[src/rtl/qlt_pkg.sv]
package qlt_pkg;

	localparam int LINE_CAPACITY = 256;
	localparam int MAX_TOKENS    = 16;

	localparam int LEN_W   = $clog2(LINE_CAPACITY);
	localparam int SEEN_W  = $clog2(MAX_TOKENS + 1);
	localparam int BYTE_W  = 8;
	localparam int INDEX_W = 4;
	localparam int COUNT_W = 5;
	localparam int OUT_W   = 24;

	localparam logic [BYTE_W-1:0] BYTE_NUL   = 8'h00;
	localparam logic [BYTE_W-1:0] BYTE_TAB   = 8'h09;
	localparam logic [BYTE_W-1:0] BYTE_LF    = 8'h0A;
	localparam logic [BYTE_W-1:0] BYTE_CR    = 8'h0D;
	localparam logic [BYTE_W-1:0] BYTE_SPACE = 8'h20;
	localparam logic [BYTE_W-1:0] BYTE_QUOTE = 8'h22;

	typedef enum logic [1:0] {
		KIND_CHAR      = 2'd0,
		KIND_TOKEN_END = 2'd1,
		KIND_LINE_END  = 2'd2,
		KIND_DROPPED   = 2'd3
	} kind_t;

	typedef struct packed {
		logic                 valid;
		kind_t                kind;
		logic [BYTE_W-1:0]    token_char;
		logic [INDEX_W-1:0]   token_index;
		logic [COUNT_W-1:0]   token_count;
	} res_t;

endpackage

[src/rtl/qlt_core.sv]
module qlt_core
	import qlt_pkg::*;
(
	input  logic              clk,
	input  logic              arst_n,
	input  logic              step,
	input  logic [BYTE_W-1:0] rx_byte,
	output res_t              res
);

	logic [LEN_W-1:0]  line_length_q;
	logic              inside_token_q;
	logic              inside_quotes_q;
	logic [SEEN_W-1:0] tokens_seen_q;
	logic              ignore_rest_q;

	logic [LEN_W-1:0]  line_length_d;
	logic              inside_token_d;
	logic              inside_quotes_d;
	logic [SEEN_W-1:0] tokens_seen_d;
	logic              ignore_rest_d;

	always_comb begin
		logic              sep;
		logic              quoted;
		logic [SEEN_W-1:0] seen;
		logic [LEN_W:0]    len_inc;

		sep     = (rx_byte == BYTE_SPACE) || (rx_byte == BYTE_TAB);
		len_inc = {1'b0, line_length_q} + (LEN_W+1)'(1);
		quoted  = inside_quotes_q;
		seen    = tokens_seen_q;

		res             = '0;
		res.kind        = KIND_CHAR;
		line_length_d   = line_length_q;
		inside_token_d  = inside_token_q;
		inside_quotes_d = inside_quotes_q;
		tokens_seen_d   = tokens_seen_q;
		ignore_rest_d   = ignore_rest_q;

		if (rx_byte == BYTE_LF) begin
			line_length_d   = '0;
			inside_token_d  = 1'b0;
			inside_quotes_d = 1'b0;
			tokens_seen_d   = '0;
			ignore_rest_d   = 1'b0;
			if (tokens_seen_q != '0) begin
				res.valid       = 1'b1;
				res.kind        = KIND_LINE_END;
				res.token_count = COUNT_W'(tokens_seen_q);
			end
		end else if (rx_byte == BYTE_CR) begin
			res.valid = 1'b0;
		end else if (len_inc >= (LEN_W+1)'(LINE_CAPACITY)) begin
			line_length_d   = '0;
			inside_token_d  = 1'b0;
			inside_quotes_d = 1'b0;
			tokens_seen_d   = '0;
			ignore_rest_d   = 1'b0;
			res.valid       = 1'b1;
			res.kind        = KIND_DROPPED;
		end else begin
			line_length_d = len_inc[LEN_W-1:0];
			if (ignore_rest_q) begin
				res.valid = 1'b0;
			end else if (rx_byte == BYTE_NUL) begin
				ignore_rest_d = 1'b1;
			end else if (!inside_token_q && sep) begin
				res.valid = 1'b0;
			end else if (inside_token_q && sep && !inside_quotes_q) begin
				inside_token_d  = 1'b0;
				inside_quotes_d = 1'b0;
				if (tokens_seen_q >= SEEN_W'(MAX_TOKENS))
					ignore_rest_d = 1'b1;
				res.valid       = 1'b1;
				res.kind        = KIND_TOKEN_END;
				res.token_index = INDEX_W'(tokens_seen_q - SEEN_W'(1));
			end else begin
				if (!inside_token_q) begin
					quoted         = 1'b0;
					seen           = tokens_seen_q + SEEN_W'(1);
					inside_token_d = 1'b1;
					tokens_seen_d  = seen;
				end
				if (rx_byte == BYTE_QUOTE) begin
					inside_quotes_d = !quoted;
				end else begin
					inside_quotes_d = quoted;
					res.valid       = 1'b1;
					res.kind        = KIND_CHAR;
					res.token_char  = rx_byte;
					res.token_index = INDEX_W'(seen - SEEN_W'(1));
				end
			end
		end
	end

	always_ff @(posedge clk or negedge arst_n) begin
		if (!arst_n) begin
			line_length_q   <= '0;
			inside_token_q  <= 1'b0;
			inside_quotes_q <= 1'b0;
			tokens_seen_q   <= '0;
			ignore_rest_q   <= 1'b0;
		end else if (step) begin
			line_length_q   <= line_length_d;
			inside_token_q  <= inside_token_d;
			inside_quotes_q <= inside_quotes_d;
			tokens_seen_q   <= tokens_seen_d;
			ignore_rest_q   <= ignore_rest_d;
		end
	end

endmodule

[src/rtl/quoted_line_tokenizer.sv]
// Splits a console byte stream into newline-framed lines of tokens. Space and tab separate
// tokens outside double quotes; quotes are stripped, CR is ignored, and a NUL or the end of
// the last allowed token mutes the rest of the line. Each accepted byte gives at most one
// output beat: a token character, a token end, a line end with the token count (empty lines
// give none), or a line-dropped mark on overflow. One byte is taken every cycle while the
// output is not stalled; the line state is computed combinationally and registered as each
// byte advances, so the rate is one byte per clock. A byte waits in the input register, and
// its beat is then held in the output register until accepted; an output stall holds both.
module quoted_line_tokenizer
	import qlt_pkg::*;
(
	input  logic              clk,
	input  logic              arst_n,
	input  logic              s_tvalid,
	output logic              s_tready,
	input  logic [BYTE_W-1:0] s_tdata,  // [7:0] rx_byte
	output logic              m_tvalid,
	input  logic              m_tready,
	output logic [OUT_W-1:0]  m_tdata,  // [7:0] token_char, [11:8] token_index, [16:12] token_count
	output logic [1:0]        m_tuser   // [1:0] kind
);

	logic              valid_s1;
	logic [BYTE_W-1:0] byte_s1;
	logic              out_free;
	logic              advance;
	res_t              res;
	logic              m_tvalid_q;
	kind_t             kind_q;
	logic [BYTE_W-1:0] char_q;
	logic [INDEX_W-1:0] index_q;
	logic [COUNT_W-1:0] count_q;

	assign out_free = !m_tvalid_q || m_tready;
	assign advance  = valid_s1 && out_free;
	assign s_tready = !valid_s1 || out_free;

	always_ff @(posedge clk or negedge arst_n) begin
		if (!arst_n) begin
			valid_s1 <= 1'b0;
		end else if (s_tvalid && s_tready) begin
			valid_s1 <= 1'b1;
		end else if (advance) begin
			valid_s1 <= 1'b0;
		end
	end

	always_ff @(posedge clk) begin
		if (s_tvalid && s_tready)
			byte_s1 <= s_tdata;
	end

	qlt_core u_core (
		.clk     (clk),
		.arst_n  (arst_n),
		.step    (advance),
		.rx_byte (byte_s1),
		.res     (res)
	);

	always_ff @(posedge clk or negedge arst_n) begin
		if (!arst_n) begin
			m_tvalid_q <= 1'b0;
		end else if (out_free) begin
			m_tvalid_q <= advance && res.valid;
		end
	end

	always_ff @(posedge clk) begin
		if (advance && res.valid) begin
			kind_q  <= res.kind;
			char_q  <= res.token_char;
			index_q <= res.token_index;
			count_q <= res.token_count;
		end
	end

	assign m_tvalid = m_tvalid_q;
	assign m_tuser  = kind_q;
	assign m_tdata  = {(OUT_W-BYTE_W-INDEX_W-COUNT_W)'(0), count_q, index_q, char_q};

endmodule

[config.mk]
export PLATFORM = sky130hd
export DESIGN_NAME = quoted_line_tokenizer
export DESIGN_NICKNAME = d
export VERILOG_FILES = /design/src/rtl/qlt_pkg.sv /design/src/rtl/qlt_core.sv /design/src/rtl/quoted_line_tokenizer.sv
export SDC_FILE = /design/constraint.sdc
export NUM_CORES = 1
export LEC_CHECK = 0
export ABC_CLOCK_PERIOD_IN_PS = 9400
export BUFFER_PORTS_ARGS = -buffer_cell sky130_fd_sc_hd__buf_4
export CORE_MARGIN = 5
export CORE_UTILIZATION = 25
export DETAILED_ROUTE_END_ITERATION = 7
export HOLD_SLACK_MARGIN = 0.03
export PLACE_DENSITY_LB_ADDON = 0.15
export REMOVE_ABC_BUFFERS = 1
export SETUP_SLACK_MARGIN = 0.2
export SYNTH_ARGS = -nofsm -noshare
export SYNTH_HDL_FRONTEND = slang
export SYNTH_SLANG_ARGS = --single-unit
[constraint.sdc]
create_clock -name clk -period 9.4 [get_ports clk]
set_clock_uncertainty 0.2 [all_clocks]
set_input_delay 0.94 -clock clk [delete_from_list [all_inputs] [get_ports clk]]
set_output_delay 0.94 -clock clk [all_outputs]
set_load 0.005 [all_outputs]
Yosys cells after proc, flatten, opt, wreduce, memory -nomap -nowiden
Index checks and enable logic that the tools add are counted.
- add/subtract/negate cells: 4
- order comparisons: 2
- equality and inequality tests: 10
- multiplexer cells: 72
- reductions and logical operators: 22
- operators by type and width (kind ; count):
    $mux 15 ; 9
    $mux 14 ; 6
    $mux 5 ; 8
    $mux 1 ; 36
    $mux 8 ; 4
    $eq 8x4->1 const B ; 3
    $eq 8x6->1 const B ; 2
    $mux 4 ; 4
    $mux 12 ; 1
    $mux 3 ; 4
    $add 8x1->9 const B ; 1
    $ge 9x9->1 const B ; 1
    $ne 3x1->1 const B ; 3
    $logic_not 8->1 ; 1
    $sub 4x1->4 const B ; 2
    $logic_and 1x1->1 ; 6
    $reduce_and 6->1 ; 1
    $add 5x1->5 const B ; 1
    $ge 5x5->1 const B ; 1
    $logic_not 1->1 ; 5
    $reduce_and 5->1 ; 1
    $reduce_bool 5->1 ; 1
    $reduce_and 2->1 ; 2
    $logic_or 1x1->1 ; 3
    4 further kinds ; 4
- register bits after elaboration: 45
- input port bits: 12
- output and inout port bits: 28
- word-level logic and storage cells: 122

Longest topological paths before layout
Gate-level depths: netlist of the first run.
- depth in word-level cells: 31
- mapped depth: 8
- mapped depth without buffers: 8

Hierarchy
Synthesis of the first run repeated with hierarchy kept, for this count alone.
- cell total of the unflattened synthesis: 226
- area, all modules: 2427.3 um2
- modules (own cells, without submodules) (module ; times used ; cells each ; area each (um2) ; seq. area each (um2)):
    qlt_core ; 1 ; 181 ; 1448.9 ; 400.4
    quoted_line_tokenizer ; 1 ; 45 ; 978.4 ; 860.8

Least setup slack after synthesis of the first run
OpenSTA, ideal clock, no wires.
- kind: register to register
- from: register byte_s1[5]
- to: register char_q[0] (enable)
- library setup time: 0.419 ns
- data arrival time: 2.994 ns
- required time: 8.781 ns
- path slack: 5.787 ns
- cell stages (with the launch flop): 7
- buffers on the path: 1
- clock period less this slack: 3.613 ns
- cells stage by stage: edfxtp_1 -> or4_4 -> nor3_4 -> nor2_2 -> clkbuf_8 -> o21a_1 -> nor3_1
- word-level cells in the longest chain between the ends: 17
- elaborated cells between the ends (all ways): 26
- those cells by class: eq/ne: 5; mux: 15; reduce/logical: 6
- RTL lines (item ; line ; RTL):
    from (decl) ; quoted_line_tokenizer.sv:24 ; logic [BYTE_W-1:0] byte_s1;
    from (signal assigned) ; quoted_line_tokenizer.sv:50 ; byte_s1 <= s_tdata;
    $eq 8x6->1 ; qlt_core.sv:86 ; if (rx_byte == BYTE_QUOTE) begin
    $mux 15 ; qlt_core.sv:86 ;
    $mux 15 ; qlt_core.sv:71 ; end else if (inside_token_q && sep && !inside_quotes_q) begin
    $mux 15 ; qlt_core.sv:69 ; end else if (!inside_token_q && sep) begin
    $mux 15 ; qlt_core.sv:67 ; end else if (rx_byte == BYTE_NUL) begin
    $mux 15 ; qlt_core.sv:65 ; if (ignore_rest_q) begin
    $mux 15 ; qlt_core.sv:55 ; end else if (len_inc >= (LEN_W+1)'(LINE_CAPACITY)) begin
    $mux 15 ; qlt_core.sv:53 ; end else if (rx_byte == BYTE_CR) begin
    $mux 15 ; qlt_core.sv:42 ; if (rx_byte == BYTE_LF) begin
    $mux 3 ; qlt_core.sv:71 ;
    $mux 1 ; qlt_core.sv:69 ;
    $mux 15 ; qlt_core.sv:67 ;
    $mux 1 ; qlt_core.sv:65 ;
    $mux 3 ; qlt_core.sv:55 ;
    $mux 1 ; qlt_core.sv:53 ;
    $mux 3 (*) ; qlt_core.sv:42 ;
    $logic_and 1x1->1 (*) ; quoted_line_tokenizer.sv:70 ; if (advance && res.valid) begin
    to (signal assigned) ; quoted_line_tokenizer.sv:72 ; char_q <= res.token_char;
    to (decl) ; quoted_line_tokenizer.sv:30 ; logic [BYTE_W-1:0] char_q;
Mark *: on every way between the ends. The rest lies on a longest branch, timed or not. The select of a mux whose other input is x is not followed.
A chain may end at the register's enable or synchronous reset.

Final worst setup path of the first run
- from: input port m_tready
- to: output port s_tready
- word-level cells in the longest chain between the ends: 2
- RTL lines (item ; line ; RTL):
    from (decl) ; quoted_line_tokenizer.sv:18 ; input logic m_tready,
    $logic_or 1x1->1 ; quoted_line_tokenizer.sv:34 ; assign out_free = !m_tvalid_q || m_tready;
    $logic_or 1x1->1 ; quoted_line_tokenizer.sv:36 ; assign s_tready = !valid_s1 || out_free;
    to (decl) ; quoted_line_tokenizer.sv:15 ; output logic s_tready,
Every way passes these cells.

==> results.sh, run 1 <==
export IMPL_worst_path_largest_cell_delay_ps=320
export IMPL_power_total_uw=551
export IMPL_netlist_area_leader_share_pct=33.8
export IMPL_io_buffers=32
export IMPL_cts_made_buffers=5
export IMPL_drive_gt1_share_pct=21.8
export IMPL_row_count=35
export IMPL_htree_levels=2
export IMPL_worstReg2RegEnd="count_q[2]"
export IMPL_synth_yosys_seq_area_share_pct=52.6
export IMPL_dp_cells=373
export IMPL_wire_per_inst_um=14.9
export IMPL_cts_repair_timing_setup_buffer_count=0
export IMPL_crit_reg2reg_launch="byte_s1[5]"
export IMPL_avgSynthCellArea_um2=11.1
export IMPL_num_io_pins=40
export IMPL_grt_overflow=0
export IMPL_yosys_synthesis_warning_count=0
export IMPL_crit_path_end_kind="primary output"
export IMPL_report_final_setup_viol=0
export IMPL_die_height_um=108
export IMPL_synth_compound_area_share_pct=13.4
export IMPL_max_cap_viol_count=0
export IMPL_final_antenna_net_count=0
export IMPL_syn2layout_area_growth_pct=17.4
export IMPL_cp_arrival_ps=1680
export IMPL_postRouteWirelength_um=5660
export IMPL_worstRegToRegCells=6
export IMPL_critical_path_required_ps=8260
export IMPL_antenna_violations_before_repair=0
export IMPL_remaining_drc_errors=0
export IMPL_max_freq_ghz=0.354
export IMPL_grt_first_pass_wirelength_um=9140
export IMPL_postSynthRegisterBits=45
export IMPL_post_synth_and_or_nand_nor_area_fraction_pct=22.8
export IMPL_clk_path_buf_depth=2
export IMPL_drt_pre_antenna_iters=4
export IMPL_synthDominantAreaCellType="edfxtp_1"
export IMPL_pwr_cell_area_nw_per_um2=196
export IMPL_total_negative_slack_for_setup_checks_ps=0
export IMPL_first_global_vias=1707
export IMPL_post_dp_cell_area_um2=2730
export IMPL_worst_slew_margin_rel_pct=52.5
export IMPL_fp_coreArea_um2=9280
export IMPL_pre_cts_setup_slack_ps=6570
export IMPL_worstMarginPinSlew_ps=706
export IMPL_finalWorstSetupSlack_ps=6580
export IMPL_setup_reg_to_reg_worst_slack_ps=6580
export IMPL_gp_routability_congestion=0.759
export IMPL_crit_buf_inv=2
export IMPL_cp_max_delay_cell="or2_2"
export IMPL_cts_root_buf="clkbuf_8"
export IMPL_floorplan_initialDensity_pct=25.8
export IMPL_synth_mux_area_share_pct=1.77
export IMPL_cts_hold_buf=0
export IMPL_timing_final_crit_period_ps=2820
export IMPL_power_leakage_uw=0.00110
export IMPL_timing_hold_worst_class="in2async"
export IMPL_dpl_hpwl_um=4170
export IMPL_final_hold_viol_count=0
export IMPL_largest_net_degree_at_the_start_of_global_routing=20
export IMPL_unrepaired_setup_endpoints_after_global_routing="false"
export IMPL_syn_instance_count=217
export IMPL_synth_edff_count=27
export IMPL_outcome="finished, final reports clean"
export IMPL_final_cell_area_um2=2820
export IMPL_synth_adder_area_share_pct=2.09
export IMPL_clock_insertion_delay_worst_skew_ps=300
export IMPL_fin_crit_share_pct=30.1
export IMPL_critical_path_top_delay_family="simple AND/OR/NAND/NOR gates"
export IMPL_ir_drop_mv=0.0608
export IMPL_die_w_um=108
export IMPL_worstPathMaxFanout=3
export IMPL_synth_cell_area_um2=2400
export IMPL_cts_num_sinks=45
export IMPL_detailroute_via_count=1787
export IMPL_antennaDiodeCount=0
export IMPL_postCtsResizedCells=0
export IMPL_crit_path_frequent_cell="buf_4"
export IMPL_drtIter0Drc=130
export IMPL_worstSetupStartpointType="input port"
export IMPL_tritoncts="yes"
export IMPL_critical_path_cell_chain="buf_4 -> nand2b_1 -> or2_2 -> buf_4"
export IMPL_dominant_combinational_cell_family_by_area_after_synthesis="simple AND/OR/NAND/NOR gates"
export IMPL_synth_top_flop_cell="edfxtp_1"
export IMPL_ys_types=60
export IMPL_synth_area_top_cells="edfxtp_1 (34%), dfrtp_1 (19%), nor2_1 (2.7%), and2_1 (2.6%), buf_4 (2.5%)"
export IMPL_track_usage_pct=10.0
export IMPL_final_net_count=267
export IMPL_timing_final_max_slew_violations=0
export IMPL_vias_per_cell=4.69
export IMPL_worst_setup_path_type="in2out"
export IMPL_async_reset_ff_share_pct=40.0
export IMPL_finalNonFillerCells=381
export IMPL_post_synth_xor_area_fraction_pct=2.19
export IMPL_clk_pin_slew_worst_paths_ps=80
export IMPL_die_area_um2=11700
==> metrics by stage <==
stage / util, % / hold WS (ps)
detailed placement: 29.4 / 304
CTS: 30.3 / 303
floorplan: - / 262
finish: 30.3 / 299
global placement: 29.4 / 309
global route: 30.3 / 318
==> registers in the layout, summed over array words and instances (netlist names), 2 cells and up <==
| register | flops |
|---|---|
| count_q | 5 |
| char_q | 8 |
| u_core.tokens_seen_q | 5 |
| byte_s1 | 8 |
| index_q | 4 |
| u_core.line_length_q | 8 |
| m_tuser | 2 |
==> area by class of cell <==
cell class	instances	area (um2)
multi-input combinational	161	1040
tap	129	161
timing repair buffer	33	248
inverter	5	18.8
fill	992	6470
clock inverter	3	12.5
sequential	45	1260
clock buffer	5	68.8
==> routing by layer <==
layer  vias up  share of wire [%]  track usage (%)  wire length [um]
li1        867                  -                -                 -
met1       856                 48             14.3              2740
met2        58                 44             14.9              2510
met3         6                5.9             2.33               333
met4         0                1.4             3.52                78
met5         -                  0                0                 0
==> power by group <==
group	leakage, uW	internal [uW]	switching, uW	total (uW)
Sequential	0.000472	252	32.6	285
Clock	0.0000430	50.2	67.7	118
Combinational	0.000582	73.8	73.9	148
Total	0.00110	376	174	551
==> logic make-up after synthesis <==
logic type / Yosys count
simple gates: 94
fa+ha+maj: 4
other cells: 1
buf+inv: 17
xor+xnor: 6
mux: 4
flops: 45
compound gates: 46
==> cell usage in the layout (no fill, tap or decap), types with 2 or more instances in the layout <==
master	synthesis	layout
buf_4	8	33
edfxtp_1	27	27
dfrtp_1	18	18
nor2_1	17	17
nand2_1	12	12
and2_1	10	10
o21ai_0	10	10
nand3_1	9	9
nor3_1	8	7
a21oi_1	7	7
conb_1	1	7
and3_1	6	6
inv_1	5	5
clkbuf_8	1	5
nand3b_1	4	4
ha_1	4	4
xor2_1	3	3
a211oi_1	3	3
nand2b_1	3	3
nor4_1	3	3
o31ai_1	3	3
a22o_1	3	3
xnor2_1	3	3
o22ai_1	3	3
mux2i_1	2	2
or4_4	2	2
or3b_2	2	2
nand4_1	2	2
nor3b_1	2	2
o21a_1	2	2
nor3_2	1	2
a21o_1	2	2
a31oi_1	2	2
mux2_2	2	2
clkinv_1	0	2
==> Yosys cell counts, types with 4 or more instances <==
library cell	instances
edfxtp_1	27
dfrtp_1	18
nor2_1	17
nand2_1	12
and2_1	10
o21ai_0	10
nand3_1	9
buf_4	8
nor3_1	8
a21oi_1	7
and3_1	6
inv_1	5
ha_1	4
nand3b_1	4
==> worst max path at each step <==
stage,startpoint,to,slack (ps),depth (start not counted)
global route,u_core.tokens_seen_q[0],count_q[3],6410,7
floorplan,byte_s1[5],char_q[0],5870,5
finish,m_tready,s_tready,6580,4
detailed placement,byte_s1[5],count_q[0],6570,6
CTS,byte_s1[5],count_q[2],6560,6
global placement,m_tready,s_tready,6580,4
No activity file was read; power rests on OpenSTA's default activity.
==> run 2: changes to the inputs <==
--- a/config.mk
+++ b/config.mk
@@ -5,7 +5,7 @@
 export SDC_FILE = /design/constraint.sdc
 export NUM_CORES = 1
 export LEC_CHECK = 0
-export ABC_CLOCK_PERIOD_IN_PS = 9400
+export ABC_CLOCK_PERIOD_IN_PS = 2600
 export BUFFER_PORTS_ARGS = -buffer_cell sky130_fd_sc_hd__buf_4
 export CORE_MARGIN = 5
 export CORE_UTILIZATION = 25
==> constraint.sdc (replaced) <==
create_clock -name clk -period 2.6 [get_ports clk]
set_clock_uncertainty 0.2 [all_clocks]
set_input_delay 0.26 -clock clk [delete_from_list [all_inputs] [get_ports clk]]
set_output_delay 0.26 -clock clk [all_outputs]
set_load 0.005 [all_outputs]
==> results.sh, run 2 (synthesis gave the netlist of run 1 again) <==
export IMPL_worstPathMaxFanout=19
export IMPL_worst_slew_margin_rel_pct=65.4
export IMPL_gp_routability_congestion=0.815
export IMPL_row_count=35
export IMPL_floorplan_initialDensity_pct=25.8
export IMPL_cts_made_buffers=5
export IMPL_finalWorstSetupSlack_ps=240
export IMPL_timing_hold_worst_class="in2reg"
export IMPL_mostFrequentLayoutCell="buf_4"
export IMPL_met2_length_um=2640
export IMPL_wl_met1_um=2860
export IMPL_num_io_pins=40
export IMPL_worstMarginPinSlew_ps=517
export IMPL_fillerInstances=994
export IMPL_antennaDiodeCount=0
export IMPL_hold_depth=3
export IMPL_wire_per_inst_um=14.1
export IMPL_total_area_of_sequential_cells_um2=1260
export IMPL_clk_path_buf_depth=2
export IMPL_final_cell_mix="buf_4 (56), edfxtp_1 (27), dfrtp_1 (18), nor2_1 (16), nand2_1 (12)"
export IMPL_largest_net_degree_at_the_start_of_global_routing=20
export IMPL_worstRegToRegCells=6
export IMPL_timing_final_crit_period_ps=2360
export IMPL_die_w_um=108
export IMPL_cts_root_buf="clkbuf_8"
export IMPL_pwr_cell_area_nw_per_um2=694
export IMPL_final_util_pct=34.2
export IMPL_detailroute_wirelength_met3_um=219
export IMPL_finalNonFillerCells=415
export IMPL_htree_levels=2
export IMPL_detailroute_via_count=1897
export IMPL_cp_arrival_ps=2230
export IMPL_report_final_setup_viol=0
export IMPL_dp_cells=392
export IMPL_clk_pin_slew_worst_paths_ps=90
export IMPL_final_antenna_net_count=0
export IMPL_syn2layout_area_growth_pct=32.3
export IMPL_grt_overflow=0
export IMPL_post_dp_cell_area_um2=2890
export IMPL_die_area_um2=11700
export IMPL_timing_final_max_slew_violations=0
export IMPL_max_cap_viol_count=0
export IMPL_largestRegisters="byte_s1: 8 flops, char_q: 8 flops, u_core.line_length_q: 8 flops"
export IMPL_vias_per_cell=4.57
export IMPL_critical_path_required_ps=2470
export IMPL_pre_cts_setup_slack_ps=83.8
export IMPL_drtIter0Drc=97
export IMPL_grt_first_pass_wirelength_um=9400
export IMPL_dr_max_layer_used="met4"
export IMPL_drt_pre_antenna_iters=4
export IMPL_ir_drop_mv=0.259
export IMPL_crit_path_end_kind="register"
export IMPL_track_usage_pct=10.3
export IMPL_worst_setup_path_type="reg2reg"
export IMPL_worstSetupStartpointType="register"
export IMPL_postRouteWirelength_um=5860
export IMPL_outcome="finished, final reports clean"
export IMPL_clock_insertion_delay_worst_skew_ps=300
export IMPL_io_buffers=32
export IMPL_dpl_hpwl_um=4310
export IMPL_unrepaired_setup_endpoints_after_global_routing="true"
export IMPL_cts_num_sinks=45
export IMPL_first_global_vias=1834
export IMPL_final_net_count=301
export IMPL_drive_gt1_share_pct=29.7
export IMPL_final_cell_area_um2=3170
export IMPL_final_hold_viol_count=0
export IMPL_die_height_um=108
export IMPL_antenna_violations_before_repair=0
export IMPL_fp_coreArea_um2=9280
export IMPL_remaining_drc_errors=0
export IMPL_multiInputGateArea_um2=1080
export IMPL_fin_crit_share_pct=90.8
export IMPL_power_leakage_uw=0.00128
export IMPL_tritoncts="yes"
export IMPL_max_freq_ghz=0.424
run 2: cell types whose count changed in the layout (fill, tap and decap cells not counted), sizes merged:
cell         delta
clkinv          -3
dlygate4sd3    +10
clkbuf          +2
bufinv          +1
buf            +24
run 2: worst paths after layout:
| check | startpoint | end | slack (ps) |
|---|---|---|---|
| max reg2reg | byte_s1[7] | char_q[6] | 240 |
| max in group asynchronous | arst_n | u_core.line_length_q[0] | 1830 |
| min | m_tready | m_tvalid | 90 |
| min reg2reg | u_core.line_length_q[3] | u_core.line_length_q[3] | 310 |
| min in group asynchronous | arst_n | u_core.inside_quotes_q | 160 |
| max | byte_s1[7] | char_q[6] | 240 |
run 2: area by class of cell:
| type | instances | area share (%) |
|---|---|---|
| Sequential cell | 45 | 39.7 |
| Timing Repair Buffer | 67 | 17.0 |
| Multi-Input combinational cell | 161 | 33.9 |
| Tap cell | 129 | 5.08 |
| Clock inverter | 1 | 0.946 |
| Inverter | 5 | 0.591 |
| Clock buffer | 7 | 2.72 |
run 2: metrics by stage:
| step | total power (uW) | TNS, ps | hold slack, ps |
|---|---|---|---|
| 2_1_floorplan | 1380 | -17710 | -236 |
| 3_3_place_gp | 1630 | 0 | -49.5 |
| 3_5_place_dp | 1630 | 0 | -48.3 |
| 4_1_cts | 2210 | 0 | 91.9 |
| 5_1_grt | 2340 | 0 | 107 |
| 6_report | 2200 | 0 | 89.9 |
run 2: layer usage:
layer	track usage, %	vias to the layer above
met1	14.4	901
met2	15.6	47
met4	4.60	0
met5	0	-
met3	1.49	11
li1	-	938
run 2: repair_timing:
| item | CTS | global route |
|---|---|---|
| hold buffers | 10 | 0 |
| gates cloned | 0 | 0 |
| hold endpoints to repair | 27 | 0 |
| endpoints found under the setup margin | 21 | 31 |
| pin swaps | 0 | 5 |
| gates resized for setup | 2 | 6 |
| buffers inserted | 0 | 5 |
run 2: power by group:
part	internal [uW]	switching (uW)	total, uW	leakage (uW)
Combinational	319	300	619	0.000752
Sequential	912	105	1020	0.000472
Clock	314	255	568	0.0000585
Total	1540	660	2200	0.00128
run 2: worst max-delay path, stage by stage, from the launching register on:
cell and delay [ps]:
edfxtp_1 430, or4_4 590, a211o_1 290, o21ai_2 200, o21a_1 190, nor3_2 60, buf_12 160
